$ cat src/sv/rgbds_pkg.sv
`timescale 1ns / 1ps
`default_nettype none

package rgbds_pkg;

  // configuration port geometry
  localparam int unsigned CFG_W     = 11;
  localparam int unsigned CFG_IDX_W = 3;

  // register indexes
  localparam logic [CFG_IDX_W-1:0] REG_SRC_WIDTH  = 3'd0;
  localparam logic [CFG_IDX_W-1:0] REG_SRC_HEIGHT = 3'd1;
  localparam logic [CFG_IDX_W-1:0] REG_DST_WIDTH  = 3'd2;
  localparam logic [CFG_IDX_W-1:0] REG_DST_HEIGHT = 3'd3;

  // register reset values
  localparam logic [CFG_W-1:0] RST_SRC_WIDTH  = 11'd160;
  localparam logic [CFG_W-1:0] RST_SRC_HEIGHT = 11'd120;
  localparam logic [CFG_W-1:0] RST_DST_WIDTH  = 11'd96;
  localparam logic [CFG_W-1:0] RST_DST_HEIGHT = 11'd96;

  // result coordinate width
  localparam int unsigned COORD_W = 10;

  // source pixel request
  typedef struct packed {
    logic [15:0] pixel;
  } pix_t;

  // destination pixel request
  typedef struct packed {
    logic [7:0]         red;
    logic [7:0]         green;
    logic [7:0]         blue;
    logic [COORD_W-1:0] out_col;
    logic [COORD_W-1:0] out_row;
    logic               frame_end;
  } rgb_t;

  // keep decision for the pixel at the input
  typedef struct packed {
    logic               keep;
    logic [COORD_W-1:0] col;
    logic [COORD_W-1:0] row;
    logic               frame_end;
  } dec_t;

endpackage

`default_nettype wire

$ cat src/sv/rgbds_pix_if.sv
`timescale 1ns / 1ps
`default_nettype none

interface rgbds_pix_if;
  import rgbds_pkg::*;

  logic valid;
  logic ready;
  pix_t data;

  modport source (output valid, output data, input ready);
  modport sink (input valid, input data, output ready);
endinterface

`default_nettype wire

$ cat src/sv/rgbds_rgb_if.sv
`timescale 1ns / 1ps
`default_nettype none

interface rgbds_rgb_if;
  import rgbds_pkg::*;

  logic valid;
  logic ready;
  rgb_t data;

  modport source (output valid, output data, input ready);
  modport sink (input valid, input data, output ready);
endinterface

`default_nettype wire

$ cat src/sv/rgbds_cfg.sv
`timescale 1ns / 1ps
`default_nettype none

module rgbds_cfg #(
  parameter int unsigned MAX_WIDTH  = 1024,
  parameter int unsigned MAX_HEIGHT = 1024,
  localparam int unsigned SZW_W     = $clog2(MAX_WIDTH + 1),
  localparam int unsigned SZH_W     = $clog2(MAX_HEIGHT + 1)
) (
  input  logic                               clk_i,
  input  logic                               rst_ni,
  input  logic                               cfg_we_i,
  input  logic [rgbds_pkg::CFG_IDX_W-1:0]    cfg_idx_i,
  input  logic [rgbds_pkg::CFG_W-1:0]        cfg_data_i,
  output logic                               restart_o,
  output logic [SZW_W-1:0]                   src_w_o,
  output logic [SZH_W-1:0]                   src_h_o,
  output logic [SZW_W-1:0]                   dst_w_o,
  output logic [SZH_W-1:0]                   dst_h_o
);
  import rgbds_pkg::*;

  logic [CFG_W-1:0] src_w_q, src_h_q, dst_w_q, dst_h_q;
  logic [31:0]      sw_raw, sh_raw, dw_raw, dh_raw;
  logic [31:0]      sw_eff, sh_eff, dw_eff, dh_eff;

  // register file
  always_ff @(posedge clk_i or negedge rst_ni) begin
    if (!rst_ni) begin
      src_w_q <= RST_SRC_WIDTH;
      src_h_q <= RST_SRC_HEIGHT;
      dst_w_q <= RST_DST_WIDTH;
      dst_h_q <= RST_DST_HEIGHT;
    end else if (cfg_we_i) begin
      case (cfg_idx_i)
        REG_SRC_WIDTH:  src_w_q <= cfg_data_i;
        REG_SRC_HEIGHT: src_h_q <= cfg_data_i;
        REG_DST_WIDTH:  dst_w_q <= cfg_data_i;
        REG_DST_HEIGHT: dst_h_q <= cfg_data_i;
        default: ;
      endcase
    end
  end

  // any write to a known register restarts the frame
  always_comb begin
    restart_o = 1'b0;
    if (cfg_we_i) begin
      case (cfg_idx_i)
        REG_SRC_WIDTH, REG_SRC_HEIGHT, REG_DST_WIDTH, REG_DST_HEIGHT: restart_o = 1'b1;
        default: restart_o = 1'b0;
      endcase
    end
  end

  // effective sizes: zero acts as one, source capped at max, target capped at source
  always_comb begin
    sw_raw = 32'(src_w_q);
    sh_raw = 32'(src_h_q);
    dw_raw = 32'(dst_w_q);
    dh_raw = 32'(dst_h_q);

    if (sw_raw == 32'd0)                  sw_eff = 32'd1;
    else if (sw_raw > 32'(MAX_WIDTH))     sw_eff = 32'(MAX_WIDTH);
    else                                  sw_eff = sw_raw;

    if (sh_raw == 32'd0)                  sh_eff = 32'd1;
    else if (sh_raw > 32'(MAX_HEIGHT))    sh_eff = 32'(MAX_HEIGHT);
    else                                  sh_eff = sh_raw;

    if (dw_raw == 32'd0)                  dw_eff = 32'd1;
    else if (dw_raw > sw_eff)             dw_eff = sw_eff;
    else                                  dw_eff = dw_raw;

    if (dh_raw == 32'd0)                  dh_eff = 32'd1;
    else if (dh_raw > sh_eff)             dh_eff = sh_eff;
    else                                  dh_eff = dh_raw;
  end

  assign src_w_o = SZW_W'(sw_eff);
  assign src_h_o = SZH_W'(sh_eff);
  assign dst_w_o = SZW_W'(dw_eff);
  assign dst_h_o = SZH_W'(dh_eff);

endmodule

`default_nettype wire

$ cat src/sv/rgbds_ctrl.sv
`timescale 1ns / 1ps
`default_nettype none

module rgbds_ctrl #(
  parameter int unsigned MAX_WIDTH  = 1024,
  parameter int unsigned MAX_HEIGHT = 1024,
  localparam int unsigned SZW_W     = $clog2(MAX_WIDTH + 1),
  localparam int unsigned SZH_W     = $clog2(MAX_HEIGHT + 1),
  localparam int unsigned ACW_W     = $clog2(MAX_WIDTH * MAX_WIDTH + 1),
  localparam int unsigned ACH_W     = $clog2(MAX_HEIGHT * MAX_HEIGHT + 1)
) (
  input  logic                clk_i,
  input  logic                rst_ni,
  input  logic                accept_i,
  input  logic                restart_i,
  input  logic [SZW_W-1:0]    src_w_i,
  input  logic [SZH_W-1:0]    src_h_i,
  input  logic [SZW_W-1:0]    dst_w_i,
  input  logic [SZH_W-1:0]    dst_h_i,
  output rgbds_pkg::dec_t     dec_o
);
  import rgbds_pkg::*;

  logic [SZW_W-1:0] src_col_q, src_col_d, dst_col_q, dst_col_d;
  logic [SZH_W-1:0] src_row_q, src_row_d, dst_row_q, dst_row_d;
  logic [ACW_W-1:0] col_tgt_q, col_tgt_d, col_src_q, col_src_d;
  logic [ACH_W-1:0] row_tgt_q, row_tgt_d, row_src_q, row_src_d;
  logic             row_sel, keep, row_end, frame_last;

  // nearest-neighbor selection from the running accumulators
  always_comb begin
    row_sel = (dst_row_q < dst_h_i) &&
              ({1'b0, row_tgt_q} < ({1'b0, row_src_q} + (ACH_W + 1)'(dst_h_i)));
    keep    = row_sel && (dst_col_q < dst_w_i) &&
              ({1'b0, col_tgt_q} < ({1'b0, col_src_q} + (ACW_W + 1)'(dst_w_i)));
    row_end    = (src_col_q >= (src_w_i - SZW_W'(1)));
    frame_last = (src_row_q >= (src_h_i - SZH_W'(1)));
  end

  assign dec_o.keep      = keep;
  assign dec_o.col       = COORD_W'(dst_col_q);
  assign dec_o.row       = COORD_W'(dst_row_q);
  assign dec_o.frame_end = (dst_col_q == (dst_w_i - SZW_W'(1))) &&
                           (dst_row_q == (dst_h_i - SZH_W'(1)));

  // counter and accumulator update per accepted pixel; a restart clears them all
  always_comb begin
    src_col_d = src_col_q;
    src_row_d = src_row_q;
    dst_col_d = dst_col_q;
    dst_row_d = dst_row_q;
    col_tgt_d = col_tgt_q;
    col_src_d = col_src_q;
    row_tgt_d = row_tgt_q;
    row_src_d = row_src_q;

    if (restart_i) begin
      src_col_d = '0;
      src_row_d = '0;
      dst_col_d = '0;
      dst_row_d = '0;
      col_tgt_d = '0;
      col_src_d = '0;
      row_tgt_d = '0;
      row_src_d = '0;
    end else if (accept_i) begin
      if (keep) begin
        dst_col_d = dst_col_q + SZW_W'(1);
        col_tgt_d = col_tgt_q + ACW_W'(src_w_i);
      end
      if (row_end) begin
        src_col_d = '0;
        dst_col_d = '0;
        col_tgt_d = '0;
        col_src_d = '0;
        if (frame_last) begin
          src_row_d = '0;
          dst_row_d = '0;
          row_tgt_d = '0;
          row_src_d = '0;
        end else begin
          if (row_sel) begin
            dst_row_d = dst_row_q + SZH_W'(1);
            row_tgt_d = row_tgt_q + ACH_W'(src_h_i);
          end
          src_row_d = src_row_q + SZH_W'(1);
          row_src_d = row_src_q + ACH_W'(dst_h_i);
        end
      end else begin
        src_col_d = src_col_q + SZW_W'(1);
        col_src_d = col_src_q + ACW_W'(dst_w_i);
      end
    end
  end

  always_ff @(posedge clk_i or negedge rst_ni) begin
    if (!rst_ni) begin
      src_col_q <= '0;
      src_row_q <= '0;
      dst_col_q <= '0;
      dst_row_q <= '0;
      col_tgt_q <= '0;
      col_src_q <= '0;
      row_tgt_q <= '0;
      row_src_q <= '0;
    end else begin
      src_col_q <= src_col_d;
      src_row_q <= src_row_d;
      dst_col_q <= dst_col_d;
      dst_row_q <= dst_row_d;
      col_tgt_q <= col_tgt_d;
      col_src_q <= col_src_d;
      row_tgt_q <= row_tgt_d;
      row_src_q <= row_src_d;
    end
  end

endmodule

`default_nettype wire

$ cat src/sv/rgbds_out.sv
`timescale 1ns / 1ps
`default_nettype none

module rgbds_out (
  input  logic               clk_i,
  input  logic               rst_ni,
  input  logic               accept_i,
  input  rgbds_pkg::pix_t    pix_i,
  input  rgbds_pkg::dec_t    dec_i,
  output logic               in_ready_o,
  output logic               out_valid_o,
  input  logic               out_ready_i,
  output rgbds_pkg::rgb_t    out_data_o
);
  import rgbds_pkg::*;

  logic valid_q, valid_d;
  logic load;
  rgb_t data_q, data_d;

  // a kept pixel loads the result register, which frees as it is taken
  assign in_ready_o = !valid_q || out_ready_i;
  assign load       = accept_i && dec_i.keep;

  always_comb begin
    valid_d = valid_q;
    if (load) begin
      valid_d = 1'b1;
    end else if (out_ready_i) begin
      valid_d = 1'b0;
    end
  end

  // rgb565 widened to 8 bits per channel, low bits zero
  always_comb begin
    data_d.red       = {pix_i.pixel[15:11], 3'b000};
    data_d.green     = {pix_i.pixel[10:5], 2'b00};
    data_d.blue      = {pix_i.pixel[4:0], 3'b000};
    data_d.out_col   = dec_i.col;
    data_d.out_row   = dec_i.row;
    data_d.frame_end = dec_i.frame_end;
  end

  always_ff @(posedge clk_i or negedge rst_ni) begin
    if (!rst_ni) begin
      valid_q <= 1'b0;
    end else begin
      valid_q <= valid_d;
    end
  end

  always_ff @(posedge clk_i) begin
    if (load) begin
      data_q <= data_d;
    end
  end

  assign out_valid_o = valid_q;
  assign out_data_o  = data_q;

endmodule

`default_nettype wire

$ cat src/sv/rgb565_nearest_downscaler.sv
// a kept pixel shows at the output in the cycle after its request is taken
// throughput: one source pixel per cycle; the single result register frees as it is read
// dropped pixels produce no result, but an unread result holds off every input request
// reset: asynchronous, active low; sizes return to 160x120 -> 96x96, counters clear
// a write to any size register restarts the frame at the next pixel
`timescale 1ns / 1ps
`default_nettype none

module rgb565_nearest_downscaler #(
  parameter int unsigned MAX_WIDTH  = 1024,
  parameter int unsigned MAX_HEIGHT = 1024
) (
  input  logic                            clk_i,
  input  logic                            rst_ni,
  input  logic                            cfg_we_i,
  input  logic [rgbds_pkg::CFG_IDX_W-1:0] cfg_idx_i,
  input  logic [rgbds_pkg::CFG_W-1:0]     cfg_data_i,
  rgbds_pix_if.sink                       pix_i,
  rgbds_rgb_if.source                     rgb_o
);
  import rgbds_pkg::*;

  localparam int unsigned SZW_W = $clog2(MAX_WIDTH + 1);
  localparam int unsigned SZH_W = $clog2(MAX_HEIGHT + 1);

  logic             restart;
  logic [SZW_W-1:0] src_w, dst_w;
  logic [SZH_W-1:0] src_h, dst_h;
  logic             accept;
  logic             in_ready;
  dec_t             dec;

  assign accept      = pix_i.valid && in_ready;
  assign pix_i.ready = in_ready;

  // size registers and clamping
  rgbds_cfg #(
    .MAX_WIDTH  (MAX_WIDTH),
    .MAX_HEIGHT (MAX_HEIGHT)
  ) u_cfg (
    .clk_i      (clk_i),
    .rst_ni     (rst_ni),
    .cfg_we_i   (cfg_we_i),
    .cfg_idx_i  (cfg_idx_i),
    .cfg_data_i (cfg_data_i),
    .restart_o  (restart),
    .src_w_o    (src_w),
    .src_h_o    (src_h),
    .dst_w_o    (dst_w),
    .dst_h_o    (dst_h)
  );

  // raster counters and keep decision
  rgbds_ctrl #(
    .MAX_WIDTH  (MAX_WIDTH),
    .MAX_HEIGHT (MAX_HEIGHT)
  ) u_ctrl (
    .clk_i     (clk_i),
    .rst_ni    (rst_ni),
    .accept_i  (accept),
    .restart_i (restart),
    .src_w_i   (src_w),
    .src_h_i   (src_h),
    .dst_w_i   (dst_w),
    .dst_h_i   (dst_h),
    .dec_o     (dec)
  );

  // color expansion and result register
  rgbds_out u_out (
    .clk_i       (clk_i),
    .rst_ni      (rst_ni),
    .accept_i    (accept),
    .pix_i       (pix_i.data),
    .dec_i       (dec),
    .in_ready_o  (in_ready),
    .out_valid_o (rgb_o.valid),
    .out_ready_i (rgb_o.ready),
    .out_data_o  (rgb_o.data)
  );

endmodule

`default_nettype wire

$ cat src/flat_wrapper.sv
// flat-port wrapper written by rule: the top's interface ports become plain ports
module rgb565_nearest_downscaler_flat import rgbds_pkg::*;
#(
  parameter int unsigned MAX_WIDTH  = 1024,
  parameter int unsigned MAX_HEIGHT = 1024
)
  (clk_i, rst_ni, cfg_we_i, cfg_idx_i, cfg_data_i, pix_i_valid, pix_i_data, pix_i_ready, rgb_o_valid, rgb_o_data, rgb_o_ready);
  rgbds_pix_if pix_i_i ();
  rgbds_rgb_if rgb_o_i ();
  input  logic clk_i;
  input  logic rst_ni;
  input  logic cfg_we_i;
  input  logic [rgbds_pkg::CFG_IDX_W-1:0] cfg_idx_i;
  input  logic [rgbds_pkg::CFG_W-1:0] cfg_data_i;
  input wire logic [$bits(pix_i_i.valid)-1:0] pix_i_valid;
  input wire logic [$bits(pix_i_i.data)-1:0] pix_i_data;
  output wire logic [$bits(pix_i_i.ready)-1:0] pix_i_ready;
  output wire logic [$bits(rgb_o_i.valid)-1:0] rgb_o_valid;
  output wire logic [$bits(rgb_o_i.data)-1:0] rgb_o_data;
  input wire logic [$bits(rgb_o_i.ready)-1:0] rgb_o_ready;
  assign pix_i_i.valid = pix_i_valid;
  assign pix_i_i.data = pix_i_data;
  assign pix_i_ready = pix_i_i.ready;
  assign rgb_o_valid = rgb_o_i.valid;
  assign rgb_o_data = rgb_o_i.data;
  assign rgb_o_i.ready = rgb_o_ready;
  rgb565_nearest_downscaler #(.MAX_WIDTH(MAX_WIDTH), .MAX_HEIGHT(MAX_HEIGHT)) u_core (.clk_i(clk_i), .rst_ni(rst_ni), .cfg_we_i(cfg_we_i), .cfg_idx_i(cfg_idx_i), .cfg_data_i(cfg_data_i), .pix_i(pix_i_i), .rgb_o(rgb_o_i));
endmodule
$ cat config.mk
export PLATFORM = sky130hd
export DESIGN_NAME = rgb565_nearest_downscaler_flat
export DESIGN_NICKNAME = d
export VERILOG_FILES = /design/src/sv/rgbds_pkg.sv /design/src/sv/rgbds_pix_if.sv /design/src/sv/rgbds_rgb_if.sv /design/src/sv/rgbds_cfg.sv /design/src/sv/rgbds_ctrl.sv /design/src/sv/rgbds_out.sv /design/src/sv/rgb565_nearest_downscaler.sv /design/src/flat_wrapper.sv
export SDC_FILE = /design/constraint.sdc
export NUM_CORES = 1
export LEC_CHECK = 0
export ABC_AREA = 1
export ABC_CLOCK_PERIOD_IN_PS = 7300
export BUFFER_PORTS_ARGS = -buffer_cell sky130_fd_sc_hd__clkbuf_2
export CORE_ASPECT_RATIO = 0.6
export CORE_MARGIN = 5
export CORE_UTILIZATION = 57
export DETAILED_ROUTE_END_ITERATION = 7
export GPL_ROUTABILITY_DRIVEN = 1
export GPL_TIMING_DRIVEN = 1
export HOLD_SLACK_MARGIN = 0.15
export PLACE_DENSITY = 0.78
export RECOVER_POWER = 100
export SYNTH_ARGS = -nofsm -noshare
export SYNTH_HDL_FRONTEND = slang
export SYNTH_SLANG_ARGS = --single-unit
$ cat constraint.sdc
create_clock -name clk_i -period 7.3 [get_ports clk_i]
set_input_delay 1.095 -clock clk_i [delete_from_list [all_inputs] [get_ports clk_i]]
set_output_delay 1.095 -clock clk_i [all_outputs]
set_load 0.03 [all_outputs]
==> Yosys cells after proc, flatten, opt, wreduce, memory -nomap -nowiden <==
Index checks and enable logic that the tools add are counted.
{ "word_totals": {"out_inout_bits": 47, "elab_cells": 118, "in_bits": 35, "regBits": 210} }
{ "op_classes": {"reduce_logical": 26, "magnitude_cmp": 10, "mux": 44, "n_eq_ne": 5, "add_sub_neg": 14} }
{ "op_table": {"columns": ["cell", "n"], "rows": [
  ["$mux 21", 16],
  ["$mux 11", 24],
  ["$add 21x11->21", 4],
  ["$gt 11x32->1", 2],
  ["$add 11x1->11 const B", 4],
  ["$add 21x11->22", 2],
  ["$logic_not 11->1", 4],
  ["$lt 21x22->1", 2],
  ["$sub 11x1->11 const B", 4],
  ["$eq 11x11->1", 2],
  ["$ge 11x11->1", 2],
  ["$gt 11x11->1 const B", 2],
  ["$lt 11x11->1", 2],
  ["$reduce_and 2->1", 6],
  ["$eq 3x2->1 const B", 2],
  ["$logic_and 1x1->1", 6],
  ["$reduce_bool 2->1", 3],
  ["$reduce_bool 3->1", 2],
  ["$mux 1", 4],
  ["$reduce_or 4->1", 1],
  ["$eq 3x1->1 const B", 1],
  ["$logic_not 3->1", 1],
  ["$reduce_and 3->1", 1],
  ["$logic_not 1->1", 1],
  ["$logic_or 1x1->1", 1]
]} }

==> Depth between registers and ports, before layout <==
{ "depth": {"word_depth": 15, "ltp_mapped": 47, "ltp_nobuf": 45} }

==> Modules after synthesis <==
Synthesis repeated with hierarchy kept, for this count alone.
{ "unflattened": {"cells_unflattened": 1943, "hier_area_um2": 15329.7} }
{ "modules_own_cells": {"columns": ["module", "area_each_um2", "cells_each", "instances"], "rows": [
  ["rgbds_ctrl", 11133.2, 1459, 1],
  ["rgbds_cfg", 2965.3, 430, 1],
  ["rgbds_out", 1223.7, 52, 1],
  ["rgb565_nearest_downscaler", 7.5, 2, 1]
]} }

==> Worst setup path after synthesis <==
OpenSTA, ideal clock, no wires.
{ "synth_path": {"path_kind": "reg2reg", "from": "register u_core.u_cfg.src_h_q[7]", "to": "register u_core.u_out.data_q, in the netlist u_core.u_out.out_data_o[0], enable pin", "t_arrival_ns": 6.781, "path_stages_with_launch": 38, "setup_ns": 0.431, "path_slack_ns": 0.088, "synth_period_minus_slack_ns": 7.212, "required_time_ns": 6.869, "cell_sequence": "dfrtp_1 nor2_1 nand3_1 nor2_1 nor2_1 nor2_1 inv_1 ha_1 nand2_1 nor2_1 and2_1 nand2_1 nand3_1 nand2_1 buf_2 nand2_1 nand3_1 ha_1 [... 2 more ...] inv_1 a31oi_1 o21ai_0 a21boi_0 o21ai_0 nand3_1 nand2_1 xor2_1 ha_1 nand4_1 o221ai_1 a31oi_1 nor2_1 nor2_4 nand2_2 nor2_8 inv_4 nor2_1"} }
{ "synth_between": {"elab_chain_len": 12} }
{ "synth_lines": {"columns": ["item", "line_no", "text"], "rows": [
  ["start: declaration", "rgbds_cfg.sv:23", "logic [CFG_W-1:0] src_w_q, src_h_q, dst_w_q, dst_h_q;"],
  ["start signal: assignment", "rgbds_cfg.sv:37", "REG_SRC_HEIGHT: src_h_q <= cfg_data_i;"],
  ["$gt 11x11->1", "rgbds_cfg.sv:68", "else if (sh_raw > 32'(MAX_HEIGHT)) sh_eff = 32'(MAX_HEIGHT);"],
  ["$mux 11", "rgbds_cfg.sv:68", null],
  ["$mux 11 (*)", "rgbds_cfg.sv:67", "if (sh_raw == 32'd0) sh_eff = 32'd1;"],
  ["$gt 11x32->1", "rgbds_cfg.sv:76", "else if (dh_raw > sh_eff) dh_eff = sh_eff;"],
  ["$mux 11 (*)", "rgbds_cfg.sv:76", null],
  ["$mux 11 (*)", "rgbds_cfg.sv:75", "if (dh_raw == 32'd0) dh_eff = 32'd1;"],
  ["$add 21x11->22", "rgbds_ctrl.sv:33", "({1'b0, row_tgt_q} < ({1'b0, row_src_q} + (ACH_W + 1)'(dst_h_i)));"],
  ["$lt 21x22->1", "rgbds_ctrl.sv:33", null],
  ["$logic_and 1x1->1 (*)", "rgbds_ctrl.sv:32", "row_sel = (dst_row_q < dst_h_i) &&"],
  ["$logic_and 1x1->1 (*) (2 in series)", "rgbds_ctrl.sv:34", "keep = row_sel && (dst_col_q < dst_w_i) &&"],
  ["$logic_and 1x1->1 (*)", "rgbds_out.sv:23", "assign load = accept_i && dec_i.keep;"],
  ["net u_core.u_out.load", "rgbds_out.sv:18", "logic load;"],
  ["end signal: assignment", "rgbds_out.sv:54", "data_q <= data_d;"],
  ["end: declaration", "rgbds_out.sv:19", "rgb_t data_q, data_d;"]
]} }
The timed path passes the listed nets; every way through them passes the cells marked *.
A chain may end at the register's enable or synchronous reset.

==> Final worst setup path <==
{ "layout_path": {"from": "register u_core.u_cfg.src_h_q[5]", "to": "register u_core.u_out.data_q, in the netlist u_core.u_out.out_data_o[14], enable pin"} }
Same word-level chain as after synthesis.

==> impl_metrics.tcl <==
set metrics [dict create \
    status "complete, but fails checks" \
    violations "max-capacitance violations, max-slew violations" \
    root_buffer "clkbuf_16" \
    grt_pass1_wl_mm 68.4 \
    cp_slowest_cell "fa_1" \
    post-cts-setup-buffers 0 \
    layout-drive-gt1-share_pct 6.08 \
    finalHoldViolCount 0 \
    final_cell_mix "494 x nand2_1, 239 x inv_1, 163 x dfrtp_1, 158 x nand3_1, 158 x ha_1" \
    avgSynthCellArea_um2 7.66 \
    grt_pass1_vias 12600 \
    cp_max_fo 37 \
    p_comb_share_pct 59.6 \
    first_pass_iters 5 \
    setup_viol 0 \
    reg2reg_depth 37 \
    vias 13900 \
    die_w_um 221 \
    synth_edf_count 37 \
    setup_tns_ns 0 \
    globalRouteMet1Util_pct 44.2 \
    fin_util_pct 63.0 \
    ys_seq_area_share_pct 35.8 \
    clk_latency_ns 0.54 \
    ys_async_sr_fraction_pct 82.4 \
    gp_congestion 0.970 \
    num-nets-final 2254 \
    cp-start-kind "register" \
    power.leakage_nw 8.35 \
    p_int_mw 3.83 \
    worst-endpoint-required_ns 7.51 \
    synth_cells 1985 \
    pwr-share-clk_pct 14.4 \
    clk_pin_slew_ns 0.07 \
    finalPower_mw 7.95 \
    area_delta_synth_final_pct 9.19 \
    min_path_cells 2 \
    max_slew.worst_pin.slew_ns 4.11 \
    synth-main-ff-cell "dfrtp_1" \
    drt-initial-drc-count 1364 \
    setup_ws_ns 0.614 \
    critPathKind "reg2reg" \
    grt.met3_usage_pct 8.98 \
    synth_seq_cells 210 \
    powerDensity_nw_per_um2 479 \
    ant_nets 0 \
    post-route-period-util_pct 91.6 \
    cts_sinks 210 \
    io_pins 82 \
    numCtsBuffers 22 \
    worst_setup_path_end_kind "register" \
    cts_buffer_depth 3 \
    dieArea_um2 30200 \
    gr-usage-all-layers_pct 28.1 \
    max_freq_mhz 150 \
    hold_class "reg2reg" \
    switching_share_pct 51.9 \
    peakVddDrop_mv 0.478 \
    slowest_delay_ns 0.41 \
    grt_start_max_net_pins 72 \
    wl_per_cell_um 17.8 \
    ys_warn_count 0 \
    cp_data_arrival_time_ns 6.90 \
    n_antenna_cell 0 \
    die_y_um 137 \
    fin_skew_ns 0.0225 \
    switchingPower_mw 4.12 \
    antenna_found_initial 0 \
    initial_utilization_pct 57.7 \
    coreArea_um2 26400 \
    dp_hpwl_mm 33.3 \
    avgViaCountPerCell 5.70 \
    grt_use_met2_pct 37.5 \
    portBuffers 73 \
    drc_errors 0 \
    totalWireLength_mm 43.4 \
    num_rows 46 \
    maxCapViolations 2 \
    layout_min_cycle_time_ns 6.69 \
    place_ws_ns 0.452 \
    tritoncts "done" \
    synth_area_um2 15200 \
    final-max-slew-violation-count 96 \
    ys_types 56 \
    seqPwrFrac_pct 25.9 \
    final_common_cell "nand2_1" \
    busiest_layer "met1" \
    timing.slew.headroom_pct -174 \
    ctsHtreeMaxLevel 1 \
    overflow 0 \
]
[cell families (layout without fill, tap and decap cells)]
| group | count (synthesis) | count (layout) | share of synthesized area (%) |
|---|---|---|---|
| AOI/OAI and AO/OA | 308 | 308 | 11.3 |
| adders and majority gates | 162 | 162 | 13.5 |
| and+or+nand+nor | 900 | 900 | 25.5 |
| other | 1 | 8 | 0.0246 |
| xor gates and xnor gates | 108 | 108 | 6.22 |
| DFF | 210 | 210 | 35.8 |
| buffers and inverters | 296 | 377 | 7.67 |
[sequential cells by signal, indices dropped and copies added, names as in the netlist, 21 cells and up]
name                     flops
u_core.u_out.out_data_o     37
u_core.u_ctrl.col_src_q     21
u_core.u_ctrl.row_src_q     21
u_core.u_ctrl.col_tgt_q     21
u_core.u_ctrl.row_tgt_q     21
[synthesized netlist by cell type, types with 3 or more instances]
cell type	instances	area, um2
nor4_1	20	125
nor2_1	136	510
nand4_1	29	181
xnor2_1	13	114
o21ai_2	3	26.3
o21a_1	5	37.5
inv_1	238	893
nor2_2	6	37.5
o211ai_1	3	22.5
dfrtp_1	163	4080
o21ai_0	131	656
a21o_1	6	45.0
o21ai_1	7	35.0
or2_2	5	31.3
fa_1	4	80.1
inv_2	9	33.8
buf_1	3	11.3
a211oi_1	3	22.5
buf_2	10	50.1
dfstp_2	10	263
xor2_1	95	832
nand3b_1	5	37.5
ha_1	158	1980
clkbuf_1	24	90.1
o22ai_1	27	169
a31oi_1	10	62.6
nand2_1	496	1860
edfxtp_1	37	1110
a21oi_1	94	470
nand3_1	158	791
buf_4	9	67.6
nor3_1	27	135
a22o_1	3	26.3
nand2_2	8	50.1
[layout make-up]
class,instances,area [um2]
repair buffers,88,419
multi-input cells,1486,8640
flip-flops and latches,210,5450
inverters,249,937
fillers,2309,9750
well taps,360,450
clock inverters,12,128
clock buffers,28,583
[per-stage QoR]
| stage | hold slack, ns | area, um2 | instances |
|---|---|---|---|
| 3_3_place_gp | 0.475 | 16000 | 2393 |
| 6_report | 0.495 | 16600 | 2433 |
| 4_1_cts | 0.498 | 16700 | 2433 |
| 3_5_place_dp | 0.482 | 16000 | 2393 |
| 5_1_grt | 0.515 | 16600 | 2433 |
| 2_1_floorplan | 0.451 | 15200 | 1992 |
[what timing repair did]
| action | CTS | global route |
|---|---|---|
| gates resized for setup | 0 | 12 |
| hold buffers | 0 | 0 |
| setup endpoints to repair | 0 | 101 |
[critical path: cells and delay by family (launching register included)]
kind | cells | cell delay [ns]
AO/OA/AOI/OAI | 6 | 1.05
buffers and inverters | 6 | 0.77
XOR/XNOR | 1 | 0.22
AND/OR/NAND/NOR | 20 | 2.68
adder cells (fa/ha/maj) | 4 | 1.23
flip-flops | 1 | 0.38
[power by group through the flow]
stage                     combinational, mW  sequential, mW  clock (mW)
after floorplan                        3.28            2.18           0
after global placement                 4.56            2.05           0
after detailed placement               4.69            2.06           0
after CTS                              4.72            2.05        1.16
after global routing                   5.29            2.10        1.21
final                                  4.74            2.06        1.15
[per-layer routing]
metal,wire (um),share of wire [%]
met2,16400,38
met3,5570,13
met4,841,1.9
met5,0,0
met1,20500,47
[final timing paths]
kind	slack, ns	startpoint	end
worst max-delay path	0.61	u_core.u_cfg.src_h_q[5]	u_core.u_out.out_data_o[14]
worst min-delay path	0.49	u_core.u_ctrl.col_src_q[10]	u_core.u_ctrl.col_src_q[10]
worst max register to register	0.61	u_core.u_cfg.src_h_q[5]	u_core.u_out.out_data_o[14]
worst min register to register	0.49	u_core.u_ctrl.col_src_q[10]	u_core.u_ctrl.col_src_q[10]
max in group asynchronous	2.35	rst_ni	u_core.u_ctrl.src_col_q[5]
min in group asynchronous	1.95	rst_ni	u_core.u_ctrl.src_row_q[4]
(Power assumes the default switching activity.)
